===== config.mk =====
export PLATFORM = sky130hd
export DESIGN_NAME = layout_force_accumulator
export DESIGN_NICKNAME = d
export VERILOG_FILES = /design/src/rtl/lfa_pkg.sv /design/src/rtl/lfa_div.sv /design/src/rtl/layout_force_accumulator.sv
export SDC_FILE = /design/constraint.sdc
export NUM_CORES = 2
export LEC_CHECK = 0
export ABC_AREA = 1
export BUFFER_PORTS_ARGS = -buffer_cell sky130_fd_sc_hd__buf_2
export CAP_MARGIN = 20
export CORE_MARGIN = 1
export CORE_UTILIZATION = 45
export CTS_BUF_LIST = sky130_fd_sc_hd__clkbuf_16
export DETAILED_ROUTE_END_ITERATION = 7
export GPL_ROUTABILITY_DRIVEN = 0
export MAX_ROUTING_LAYER = met4
export PLACE_DENSITY = 0.68
export SYNTH_ARGS = -nofsm -noshare
export SYNTH_HDL_FRONTEND = slang
export SYNTH_SLANG_ARGS = --single-unit
export TNS_END_PERCENT = 100

===== constraint.sdc =====
create_clock -name clk_i -period 22.6 [get_ports clk_i]
set_clock_uncertainty 0.05 [all_clocks]
set_input_delay 3.39 -clock clk_i [delete_from_list [all_inputs] [get_ports clk_i]]
set_output_delay 3.39 -clock clk_i [all_outputs]
set_load 0.005 [all_outputs]

===== src/rtl/lfa_pkg.sv =====
// ----------------------------------------------------------------------------
// lfa_pkg: shared types and constants for the layout force accumulator
// Opcodes, register indexes, fixed field widths and the sequencer states.
// ----------------------------------------------------------------------------
package lfa_pkg;

  localparam int COORD_WIDTH_DEF = 24;
  localparam int ACC_WIDTH_DEF   = 48;

  localparam int CFG_W      = 32;  // factor registers, Q16.16
  localparam int LEN_W      = 23;  // length registers, Q15.8
  localparam int CFG_IDX_W  = 3;
  localparam int OPCODE_W   = 2;
  localparam int MUL_CHUNK  = 32;  // operand slice of the shared multiplier
  localparam int REPEL_SHIFT  = 16;
  localparam int SPRING_SHIFT = 8;

  localparam logic [LEN_W-1:0] MIN_DIST_RST = LEN_W'(2560);

  typedef enum logic [CFG_IDX_W-1:0] {
    REG_REPULSION  = 3'd0,
    REG_FAKE_REP   = 3'd1,
    REG_SPRING     = 3'd2,
    REG_SPRING_LEN = 3'd3,
    REG_MIN_DIST   = 3'd4
  } cfg_reg_e;

  typedef enum logic [OPCODE_W-1:0] {
    OP_REPEL    = 2'd0,
    OP_SPRING   = 2'd1,
    OP_FAKE_PT  = 2'd2,
    OP_FAKE_MID = 2'd3
  } opcode_e;

  typedef enum logic [3:0] {
    ST_IDLE,
    ST_SQ_X,
    ST_SQ_Y,
    ST_SQRT,
    ST_CLAMP,
    ST_D2,
    ST_D3,
    ST_NUM1,
    ST_NUM2,
    ST_DIV,
    ST_ACC,
    ST_EMIT
  } lfa_state_e;

endpackage


===== src/rtl/lfa_div.sv =====
// ----------------------------------------------------------------------------
// lfa_div: restoring divider, one quotient bit per cycle
// Flags overflow up front when the quotient does not fit QUO_W bits.
// ----------------------------------------------------------------------------
module lfa_div #(
  parameter int NUM_W = 82,
  parameter int DEN_W = 75,
  parameter int QUO_W = 48
) (
  input  logic             clk_i,
  input  logic             rst_ni,
  input  logic             start_i,
  input  logic [NUM_W-1:0] num_i,
  input  logic [DEN_W-1:0] den_i,
  output logic             done_o,
  output logic             ovf_o,
  output logic [QUO_W-1:0] quo_o
);

  localparam int CNT_W = $clog2(QUO_W + 1);

  logic             busy_q;
  logic             done_q;
  logic [CNT_W-1:0] cnt_q;
  logic             ovf_q;
  logic [DEN_W-1:0] den_q;
  logic [DEN_W-1:0] rem_q;
  logic [QUO_W-1:0] low_q;
  logic [QUO_W-1:0] quo_q;

  logic [NUM_W-1:0] num_hi;
  logic             hi_big;
  logic [DEN_W:0]   rem_sh;
  logic             ge;

  assign num_hi = num_i >> QUO_W;
  assign hi_big = num_hi >= NUM_W'(den_i);
  assign rem_sh = {rem_q, low_q[QUO_W-1]};
  assign ge     = rem_sh >= {1'b0, den_q};

  always_ff @(posedge clk_i or negedge rst_ni) begin
    if (!rst_ni) begin
      busy_q <= 1'b0;
      done_q <= 1'b0;
      cnt_q  <= '0;
      ovf_q  <= 1'b0;
    end else begin
      done_q <= 1'b0;
      if (start_i) begin
        ovf_q <= hi_big;
        if (hi_big) begin
          done_q <= 1'b1;
        end else begin
          busy_q <= 1'b1;
          cnt_q  <= CNT_W'(QUO_W);
        end
      end else if (busy_q) begin
        cnt_q <= cnt_q - CNT_W'(1);
        if (cnt_q == CNT_W'(1)) begin
          busy_q <= 1'b0;
          done_q <= 1'b1;
        end
      end
    end
  end

  always_ff @(posedge clk_i) begin
    if (start_i) begin
      den_q <= den_i;
      rem_q <= DEN_W'(num_hi);
      low_q <= num_i[QUO_W-1:0];
      quo_q <= '0;
    end else if (busy_q) begin
      rem_q <= ge ? DEN_W'(rem_sh - {1'b0, den_q}) : DEN_W'(rem_sh);
      low_q <= {low_q[QUO_W-2:0], 1'b0};
      quo_q <= {quo_q[QUO_W-2:0], ge};
    end
  end

  assign done_o = done_q;
  assign ovf_o  = ovf_q;
  assign quo_o  = quo_q;

endmodule


===== src/rtl/layout_force_accumulator.sv =====
// ----------------------------------------------------------------------------
// layout_force_accumulator: force on one layout node from interaction beats
// Each slave beat carries an opcode and coordinates; the force term is
// summed with saturation, and on the beat marked tlast the sums go out on
// the master side and are cleared.
// Channels: s_axis (interaction beats, tlast ends a node), m_axis (force
// sums, tuser = saturation flag), cfg (register writes; the user is to
// write only in the idle state, which the block itself does not enforce).
// One beat at a time: tready is high only in the idle state. A beat first
// finds the distance (squares, square root, clamp, then d^2 and d^3), then
// per axis forms the force numerator on the shared multiplier (two products
// for a spring), divides and adds; a tlast beat then emits the sums.
// The restoring divider works out one quotient bit per cycle.
// The result sits in an output register; the next beat is taken while it
// waits. A tlast beat that finds the output register still full holds
// until the receiver takes the previous result.
// Reset clears the sums, the flag and the registers to their defaults.
// ----------------------------------------------------------------------------
module layout_force_accumulator
  import lfa_pkg::*;
#(
  parameter int COORD_WIDTH = COORD_WIDTH_DEF,
  parameter int ACC_WIDTH   = ACC_WIDTH_DEF,
  localparam int IN_W  = ((OPCODE_W + 6 * COORD_WIDTH + 7) / 8) * 8,
  localparam int OUT_W = ((2 * ACC_WIDTH + 7) / 8) * 8
) (
  input  logic                 clk_i,
  input  logic                 rst_ni,
  input  logic                 s_axis_tvalid,
  output logic                 s_axis_tready,
  // opcode, near_x, near_y, far_x, far_y, alt_x, alt_y
  input  logic [IN_W-1:0]      s_axis_tdata,
  input  logic                 s_axis_tlast,
  output logic                 m_axis_tvalid,
  input  logic                 m_axis_tready,
  // force_x, force_y
  output logic [OUT_W-1:0]     m_axis_tdata,
  // saturated
  output logic                 m_axis_tuser,
  input  logic                 cfg_we_i,
  input  logic [CFG_IDX_W-1:0] cfg_idx_i,
  input  logic [CFG_W-1:0]     cfg_wdata_i
);

  localparam int CW   = COORD_WIDTH;
  localparam int MW   = CW + 1;
  localparam int DW   = (MW > LEN_W) ? MW : LEN_W;
  localparam int SW   = 2 * MW;
  localparam int RW   = MW + 1;
  localparam int PW0  = (CFG_W + MW + REPEL_SHIFT > CFG_W + DW + MW) ?
                        CFG_W + MW + REPEL_SHIFT : CFG_W + DW + MW;
  localparam int PW1  = (PW0 > 3 * DW) ? PW0 : 3 * DW;
  localparam int PW   = (PW1 > ACC_WIDTH) ? PW1 : ACC_WIDTH;
  localparam int VW   = 3 * DW;
  localparam int NCH  = (PW + MUL_CHUNK - 1) / MUL_CHUNK;
  localparam int AW   = NCH * MUL_CHUNK;
  localparam int IDX_W = $clog2(NCH);
  localparam int SCW  = $clog2(MW + 1);

  localparam logic signed [ACC_WIDTH+1:0] ACC_MAX = {3'b000, {(ACC_WIDTH-1){1'b1}}};
  localparam logic signed [ACC_WIDTH+1:0] ACC_MIN = {3'b111, {(ACC_WIDTH-1){1'b0}}};

  // configuration
  logic [CFG_W-1:0] rep_q, fake_rep_q, spring_q;
  logic [LEN_W-1:0] spring_len_q, min_dist_q;

  // sequencer and datapath
  lfa_state_e        state_q, state_d;
  opcode_e           op_q;
  logic              last_q;
  logic [MW-1:0]     adx_q, ady_q;
  logic              negx_q, negy_q;
  logic              axis_q, axis_d;
  logic [SCW-1:0]    step_q, step_d;
  logic [AW-1:0]     mul_a_q, mul_a_d;
  logic [DW-1:0]     mul_b_q, mul_b_d;
  logic [PW-1:0]     prod_q, prod_d;
  logic [SW-1:0]     rad_q, rad_d;
  logic [MW-1:0]     root_q, root_d;
  logic [RW-1:0]     rem_q, rem_d;
  logic [DW-1:0]     dist_q, dist_d;
  logic [VW-1:0]     d3_q, d3_d;
  logic signed [ACC_WIDTH-1:0] sum_x_q, sum_y_q, sum_x_d, sum_y_d;
  logic              clip_q, clip_d;
  logic              m_valid_q, m_valid_d;
  logic [ACC_WIDTH-1:0] out_x_q, out_y_q;
  logic              out_sat_q;
  logic              emit;

  // input unpack
  logic [OPCODE_W-1:0]   in_op;
  logic signed [CW-1:0]  in_nx, in_ny, in_fx, in_fy, in_ax, in_ay;
  logic signed [CW:0]    mid_x, mid_y;
  logic signed [CW-1:0]  far_x, far_y;
  logic signed [CW:0]    dx, dy;
  logic                  in_fire;

  assign in_op = s_axis_tdata[OPCODE_W-1:0];
  assign in_nx = s_axis_tdata[OPCODE_W +: CW];
  assign in_ny = s_axis_tdata[OPCODE_W + CW +: CW];
  assign in_fx = s_axis_tdata[OPCODE_W + 2*CW +: CW];
  assign in_fy = s_axis_tdata[OPCODE_W + 3*CW +: CW];
  assign in_ax = s_axis_tdata[OPCODE_W + 4*CW +: CW];
  assign in_ay = s_axis_tdata[OPCODE_W + 5*CW +: CW];

  assign mid_x = (CW+1)'(in_fx) + (CW+1)'(in_ax);
  assign mid_y = (CW+1)'(in_fy) + (CW+1)'(in_ay);
  assign far_x = (in_op == OP_FAKE_MID) ? mid_x[CW:1] : in_fx;
  assign far_y = (in_op == OP_FAKE_MID) ? mid_y[CW:1] : in_fy;
  assign dx    = (CW+1)'(in_nx) - (CW+1)'(far_x);
  assign dy    = (CW+1)'(in_ny) - (CW+1)'(far_y);

  assign s_axis_tready = (state_q == ST_IDLE);
  assign in_fire       = s_axis_tvalid && s_axis_tready;

  // shared multiplier: one 32-bit slice of mul_a per cycle
  logic [MUL_CHUNK-1:0]    mul_slice;
  logic [MUL_CHUNK+DW-1:0] mul_part;
  logic [PW-1:0]           prod_sum;
  logic                    mul_last;

  assign mul_slice = mul_a_q[step_q[IDX_W-1:0] * MUL_CHUNK +: MUL_CHUNK];
  assign mul_part  = (MUL_CHUNK+DW)'(mul_slice) * (MUL_CHUNK+DW)'(mul_b_q);
  assign prod_sum  = prod_q + (PW'(mul_part) << (MUL_CHUNK * step_q[IDX_W-1:0]));
  assign mul_last  = (step_q == SCW'(NCH - 1));

  // square root digit step
  logic [RW+1:0] sq_sh, sq_trial;
  logic          sq_ge;

  assign sq_sh    = {rem_q, rad_q[SW-1 -: 2]};
  assign sq_trial = {{(RW-MW){1'b0}}, root_q, 2'b01};
  assign sq_ge    = sq_sh >= sq_trial;

  // distance and term selection
  logic [DW-1:0]    min_d, root_ext, stretch, cur_ad, setup_ad;
  logic             is_spring, longer, cur_neg, term_neg;
  logic [CFG_W-1:0] rep_k;

  assign min_d    = (min_dist_q == '0) ? DW'(1) : DW'(min_dist_q);
  assign root_ext = DW'(root_q);
  assign is_spring = (op_q == OP_SPRING);
  assign longer   = dist_q >= DW'(spring_len_q);
  assign stretch  = longer ? dist_q - DW'(spring_len_q) : DW'(spring_len_q) - dist_q;
  assign cur_ad   = axis_q ? DW'(ady_q) : DW'(adx_q);
  assign setup_ad = (state_q == ST_ACC) ? DW'(ady_q) : DW'(adx_q);
  assign cur_neg  = axis_q ? negy_q : negx_q;
  assign term_neg = is_spring ? (longer != cur_neg) : cur_neg;
  assign rep_k    = (op_q == OP_REPEL) ? rep_q : fake_rep_q;

  // divider
  logic                 div_start, div_done, div_ovf;
  logic [PW-1:0]        div_num;
  logic [VW-1:0]        div_den;
  logic [ACC_WIDTH-1:0] div_quo;

  assign div_num = (state_q == ST_NUM2) ? prod_sum : prod_sum << REPEL_SHIFT;
  assign div_den = is_spring ? VW'({dist_q, {SPRING_SHIFT{1'b0}}}) : d3_q;

  lfa_div #(
    .NUM_W (PW),
    .DEN_W (VW),
    .QUO_W (ACC_WIDTH)
  ) u_div (
    .clk_i   (clk_i),
    .rst_ni  (rst_ni),
    .start_i (div_start),
    .num_i   (div_num),
    .den_i   (div_den),
    .done_o  (div_done),
    .ovf_o   (div_ovf),
    .quo_o   (div_quo)
  );

  // saturating add
  logic signed [ACC_WIDTH-1:0] cur_sum, new_sum;
  logic signed [ACC_WIDTH+1:0] s_ext, q_ext, res;
  logic                        clip_now;

  assign cur_sum  = axis_q ? sum_y_q : sum_x_q;
  assign s_ext    = (ACC_WIDTH+2)'(cur_sum);
  assign q_ext    = {2'b00, div_quo};
  assign res      = term_neg ? s_ext - q_ext : s_ext + q_ext;
  assign clip_now = div_ovf || (res > ACC_MAX) || (res < ACC_MIN);
  assign new_sum  = !clip_now ? res[ACC_WIDTH-1:0] :
                    term_neg ? ACC_MIN[ACC_WIDTH-1:0] : ACC_MAX[ACC_WIDTH-1:0];

  assign emit = (state_q == ST_EMIT) && (!m_valid_q || m_axis_tready);

  always_comb begin
    state_d   = state_q;
    axis_d    = axis_q;
    step_d    = step_q;
    mul_a_d   = mul_a_q;
    mul_b_d   = mul_b_q;
    prod_d    = prod_q;
    rad_d     = rad_q;
    root_d    = root_q;
    rem_d     = rem_q;
    dist_d    = dist_q;
    d3_d      = d3_q;
    sum_x_d   = sum_x_q;
    sum_y_d   = sum_y_q;
    clip_d    = clip_q;
    div_start = 1'b0;
    m_valid_d = m_valid_q && !m_axis_tready;
    unique case (state_q) inside
      ST_IDLE: begin
        if (in_fire) begin
          state_d = ST_SQ_X;
          step_d  = '0;
          prod_d  = '0;
          axis_d  = 1'b0;
          mul_a_d = AW'(dx < 0 ? -dx : dx);
          mul_b_d = DW'(dx < 0 ? -dx : dx);
        end
      end
      ST_SQ_X, ST_SQ_Y, ST_D2, ST_D3, ST_NUM1, ST_NUM2: begin
        prod_d = prod_sum;
        step_d = step_q + SCW'(1);
        if (mul_last) begin
          step_d = '0;
          prod_d = '0;
          unique case (state_q)
            ST_SQ_X: begin
              prod_d  = prod_sum;
              mul_a_d = AW'(ady_q);
              mul_b_d = DW'(ady_q);
              state_d = ST_SQ_Y;
            end
            ST_SQ_Y: begin
              rad_d   = prod_sum[SW-1:0];
              root_d  = '0;
              rem_d   = '0;
              state_d = ST_SQRT;
            end
            ST_D2: begin
              mul_a_d = AW'(prod_sum);
              mul_b_d = dist_q;
              state_d = ST_D3;
            end
            ST_D3: begin
              d3_d    = VW'(prod_sum);
              mul_a_d = is_spring ? AW'(spring_q) : AW'(rep_k);
              mul_b_d = is_spring ? stretch : setup_ad;
              state_d = ST_NUM1;
            end
            ST_NUM1: begin
              if (is_spring) begin
                mul_a_d = AW'(prod_sum);
                mul_b_d = cur_ad;
                state_d = ST_NUM2;
              end else begin
                div_start = 1'b1;
                state_d   = ST_DIV;
              end
            end
            default: begin
              div_start = 1'b1;
              state_d   = ST_DIV;
            end
          endcase
        end
      end
      ST_SQRT: begin
        rem_d  = sq_ge ? RW'(sq_sh - sq_trial) : RW'(sq_sh);
        root_d = {root_q[MW-2:0], sq_ge};
        rad_d  = {rad_q[SW-3:0], 2'b00};
        step_d = step_q + SCW'(1);
        if (step_q == SCW'(MW - 1)) begin
          step_d  = '0;
          state_d = ST_CLAMP;
        end
      end
      ST_CLAMP: begin
        dist_d  = (root_ext < min_d) ? min_d : root_ext;
        mul_a_d = AW'(dist_d);
        mul_b_d = dist_d;
        prod_d  = '0;
        state_d = ST_D2;
      end
      ST_DIV: begin
        if (div_done) begin
          state_d = ST_ACC;
        end
      end
      ST_ACC: begin
        if (axis_q) begin
          sum_y_d = new_sum;
        end else begin
          sum_x_d = new_sum;
        end
        clip_d = clip_q || clip_now;
        if (!axis_q) begin
          axis_d  = 1'b1;
          mul_a_d = is_spring ? AW'(spring_q) : AW'(rep_k);
          mul_b_d = is_spring ? stretch : setup_ad;
          prod_d  = '0;
          step_d  = '0;
          state_d = ST_NUM1;
        end else begin
          state_d = last_q ? ST_EMIT : ST_IDLE;
        end
      end
      ST_EMIT: begin
        if (emit) begin
          m_valid_d = 1'b1;
          sum_x_d   = '0;
          sum_y_d   = '0;
          clip_d    = 1'b0;
          state_d   = ST_IDLE;
        end
      end
      default: state_d = ST_IDLE;
    endcase
  end

  always_ff @(posedge clk_i or negedge rst_ni) begin
    if (!rst_ni) begin
      state_q      <= ST_IDLE;
      axis_q       <= 1'b0;
      step_q       <= '0;
      sum_x_q      <= '0;
      sum_y_q      <= '0;
      clip_q       <= 1'b0;
      m_valid_q    <= 1'b0;
      rep_q        <= '0;
      fake_rep_q   <= '0;
      spring_q     <= '0;
      spring_len_q <= '0;
      min_dist_q   <= MIN_DIST_RST;
    end else begin
      state_q   <= state_d;
      axis_q    <= axis_d;
      step_q    <= step_d;
      sum_x_q   <= sum_x_d;
      sum_y_q   <= sum_y_d;
      clip_q    <= clip_d;
      m_valid_q <= m_valid_d;
      if (cfg_we_i) begin
        unique case (cfg_idx_i)
          REG_REPULSION:  rep_q        <= cfg_wdata_i;
          REG_FAKE_REP:   fake_rep_q   <= cfg_wdata_i;
          REG_SPRING:     spring_q     <= cfg_wdata_i;
          REG_SPRING_LEN: spring_len_q <= cfg_wdata_i[LEN_W-1:0];
          REG_MIN_DIST:   min_dist_q   <= cfg_wdata_i[LEN_W-1:0];
          default: ;
        endcase
      end
    end
  end

  always_ff @(posedge clk_i) begin
    mul_a_q <= mul_a_d;
    mul_b_q <= mul_b_d;
    prod_q  <= prod_d;
    rad_q   <= rad_d;
    root_q  <= root_d;
    rem_q   <= rem_d;
    dist_q  <= dist_d;
    d3_q    <= d3_d;
    if (in_fire) begin
      op_q   <= opcode_e'(in_op);
      last_q <= s_axis_tlast;
      adx_q  <= MW'(dx < 0 ? -dx : dx);
      ady_q  <= MW'(dy < 0 ? -dy : dy);
      negx_q <= dx < 0;
      negy_q <= dy < 0;
    end
    if (emit) begin
      out_x_q   <= sum_x_q;
      out_y_q   <= sum_y_q;
      out_sat_q <= clip_q;
    end
  end

  assign m_axis_tvalid = m_valid_q;
  assign m_axis_tdata  = OUT_W'({out_y_q, out_x_q});
  assign m_axis_tuser  = out_sat_q;

  a_clear_on_emit: assert property (@(posedge clk_i) disable iff (!rst_ni)
    emit |=> (sum_x_q == '0) && (sum_y_q == '0) && !clip_q)
    else $error("sums not cleared after emit");

  a_div_done_state: assert property (@(posedge clk_i) disable iff (!rst_ni)
    div_done |-> (state_q == ST_DIV))
    else $error("divider finished outside the divide state");

  a_valid_from_emit: assert property (@(posedge clk_i) disable iff (!rst_ni)
    $rose(m_axis_tvalid) |-> $past(state_q == ST_EMIT))
    else $error("result raised without an emit");

endmodule

==> flow_metrics.py <==
metrics = {
    "die": {
        "die_x_um": 473,
        "ios": 292,
        "start_util": 0.453,
        "die_area_sq_um": 223000,
        "rows": 172,
        "floorplan.die.height_um": 473,
        "core_area_sq_um": 220000,
    },
    "timing": {
        "min_period_over_period": 0.690,
        "rsz0062_at_grt": "no",
        "clock.fmax_mhz": 64.2,
        "fin_tns_setup_ns": 0,
        "max_slew_margin": 0.166,
        "fin_ws_ns": 7.02,
        "report.final.slew_viol_count": 0,
        "final-hold-violation-count": 0,
        "period_minus_slack_ns": 15.58,
        "worst_pin_slew_ns": 1.24,
        "setup_violations": 0,
    },
    "final_layout": {
        "fillers": 21800,
        "fin_nets": 14700,
        "multi_input_area_sq_um": 59300,
        "drive_gt1_frac": 0.0541,
        "seq_area_sq_um": 29700,
        "area_growth_pct": 8.13,
    },
    "yosys": {
        "synth.avg_cell_area_sq_um": 7.61,
        "ys_seq_elements": 1061,
        "syn_inst": 13100,
        "synth-edff-count": 713,
        "synth-main-ff-cell": "edfxtp_1",
        "yosys_warnings": 0,
        "synth_cell_type_count": 71,
        "synth_area_sq_um": 99600,
        "synth_seq_area_share": 0.298,
        "async_reset_ff_frac": 0.244,
    },
    "setup_path": {
        "critPathTopFamily": "simple AND/OR/NAND/NOR gates",
        "max_stage_delay_ns": 0.97,
        "cpMaxStageDelayCell": "xor2_1",
        "critPathRequiredTime_ns": 23.25,
        "path_buf_inv": 11,
        "start_kind": "flop",
        "cp.arrival_ns": 16.23,
        "crit_type": "reg -> reg",
        "cpMostUsedCell": "inv_1",
        "endpoint_kind": "flop",
        "path_max_fanout": 38,
    },
    "clocking": {
        "cts_resized": 0,
        "cts.clk_slew.worst_paths_ns": 0.06,
        "insertion_delay_ns": 0.79,
        "clock-sinks": 1061,
        "post-cts-setup-buffer-count": 0,
        "cts_buffers": 109,
        "cts_buffer_depth": 3,
        "htree_levels": 3,
        "tritoncts": "done",
        "root_buffer": "clkbuf_16",
        "hold_buffers": 0,
    },
    "status": {
        "status": "finished, violations left",
        "violations": "design-rule violations",
    },
    "detailed_routing": {
        "wl_met1_um": 135000,
        "drtAntennaViolNets": 0,
        "drcViolationCount": 11,
        "avgViaCountPerCell": 5.57,
        "met2WireLength_um": 142000,
        "top_layer": "met4",
        "drt_wl_total_um": 334000,
        "drt_pass1_iterations": 8,
        "routed-via-count": 90500,
        "wire_per_inst_um": 20.6,
        "wl_met3_um": 39100,
        "dr.first_iter.drc_count": 11500,
    },
    "placement": {
        "hpwl_um": 260000,
        "place_ws_ns": 7.57,
        "io_buffers": 285,
    },
    "global_route": {
        "grt_usage": 0.302,
        "grt_start_max_net_pins": 165,
        "grt_overflow": 0,
        "grt_pass1_wl_um": 502000,
        "antenna_found_initial": 20,
        "first_global_vias": 83700,
    },
    "run": {
        "max_cap_violations": 0,
    },
    "worst_hold_path": {
        "hp-class": "reg -> reg",
    },
}
sequential cells by signal, summed over array words and instances, names as in the netlist, 32 cells and up:
| signal | flops |
|---|---|
| out_x_q | 48 |
| u_div.quo_o | 48 |
| u_div.low_q | 48 |
| mul_a_q | 96 |
| d3_q | 75 |
| fake_rep_q | 32 |
| u_div.rem_q | 75 |
| sum_x_q | 48 |
| prod_q | 82 |
| out_y_q | 48 |
| u_div.den_q | 75 |
| rep_q | 32 |
| rad_q | 50 |
| sum_y_q | 48 |
| spring_q | 32 |
cell usage after synthesis (7+ instances only):
cell type	instances	area share
buf_1	57	0.0021
or2_2	65	0.0041
o221ai_1	18	0.0016
nor3_1	98	0.0049
fa_1	696	0.14
a22oi_1	27	0.0020
a211oi_1	13	0.00098
edfxtp_1	713	0.21
ha_1	628	0.079
nand4_1	236	0.015
o211ai_1	84	0.0063
a31oi_1	90	0.0057
nand3_2	7	0.00070
o31ai_1	15	0.0011
o21a_1	29	0.0022
and2_1	14	0.00088
nor2_2	9	0.00057
a21oi_1	731	0.037
buf_6	7	0.00079
xnor2_1	132	0.012
buf_2	29	0.0015
xor2_1	241	0.021
o21ai_1	26	0.0013
o2111ai_1	21	0.0018
a221oi_1	7	0.00062
and3_1	10	0.00063
a21boi_0	35	0.0026
clkbuf_1	352	0.013
inv_1	2408	0.091
a21o_1	54	0.0041
nand2_1	3151	0.12
o22ai_1	95	0.0060
nand3b_1	28	0.0021
nor4_1	43	0.0027
nor2_1	1118	0.042
a41oi_1	10	0.00088
nand2_2	9	0.00057
o21ai_0	969	0.049
o21bai_1	58	0.0044
dfrtp_1	257	0.065
nand3_1	341	0.017
dfxtp_1	89	0.018
path summary, 6_finish.rpt:
| check | startpoint | to | slack [ns] | cells past startpoint |
|---|---|---|---|---|
| max in group asynchronous | rst_ni | axis_q | 18.46 | 2 |
| max | step_q[0] | u_div.cnt_q[0] | 7.02 | 56 |
| min | clip_q | m_axis_tuser | 0.41 | 0 |
| min reg2reg | clip_q | m_axis_tuser | 0.41 | 0 |
| max reg2reg | step_q[0] | u_div.cnt_q[0] | 7.02 | 56 |
| min in group asynchronous | rst_ni | sum_x_q[14] | 2.57 | 1 |
per-layer routing:
layer  GRT usage  vias to the layer above
li1            -                    42200
met1       0.401                    42700
met2       0.438                     4793
met3      0.0691                      801
met4       0.133                        0
met5           -                        -
logic make-up after synthesis:
group           count (synthesis)  synth area share
simple gates                 5140             0.211
buf+inv                      2869             0.109
compound gates               2312             0.130
fa+ha+maj                    1324             0.219
flops                        1061             0.298
xor+xnor                      373            0.0328
mux                             6          0.000628
other cells                     1         0.0000376
cell type report:
type	count	share of cell area
flip-flops and latches	1061	0.275
inverters	2418	0.0843
well taps	2958	0.0344
repair buffers	416	0.0227
clock buffers	111	0.0258
multi-input cells	9169	0.550
diodes	27	0.000627
clock inverters	90	0.00645
cell usage in the layout (no fill, tap or decap), types with 14 or more instances in the layout:
| master | instances |
|---|---|
| o2111ai_1 | 21 |
| a31oi_1 | 90 |
| diode_2 | 27 |
| xor2_1 | 240 |
| o221ai_1 | 18 |
| buf_2 | 284 |
| o21ai_0 | 969 |
| nor3_1 | 98 |
| xnor2_1 | 132 |
| nand2_2 | 16 |
| ha_1 | 628 |
| o21bai_1 | 58 |
| nand3b_1 | 28 |
| conb_1 | 14 |
| nor2_1 | 1105 |
| a22oi_1 | 27 |
| o22ai_1 | 95 |
| nand2_1 | 3143 |
| dfxtp_1 | 89 |
| dfrtp_1 | 256 |
| nor4_1 | 43 |
| and2_1 | 14 |
| inv_1 | 2424 |
| o31ai_1 | 14 |
| o211ai_1 | 84 |
| or2_2 | 65 |
| clkbuf_16 | 111 |
| a21boi_0 | 35 |
| nand3_1 | 338 |
| o21a_1 | 29 |
| buf_4 | 129 |
| clkinv_1 | 31 |
| fa_1 | 696 |
| a21o_1 | 54 |
| a21oi_1 | 731 |
| nand4_1 | 236 |
| o21ai_1 | 26 |
| edfxtp_1 | 713 |
metrics by stage:
step                      std cells  utilization  hold slack [ns]  instance area [sq um]
after detailed placement      16000        0.474            0.386                 104000
after global routing          16200        0.490            0.429                 108000
after global placement        16000        0.474            0.397                 104000
after CTS                     16200        0.489            0.421                 108000
final                         16300        0.490            0.414                 108000
after floorplan               13100            -            0.376                  99700
Power is left out: the tool's default activity adds up to more than one toggle a clock period on the data nets, which glitch-free logic cannot reach.
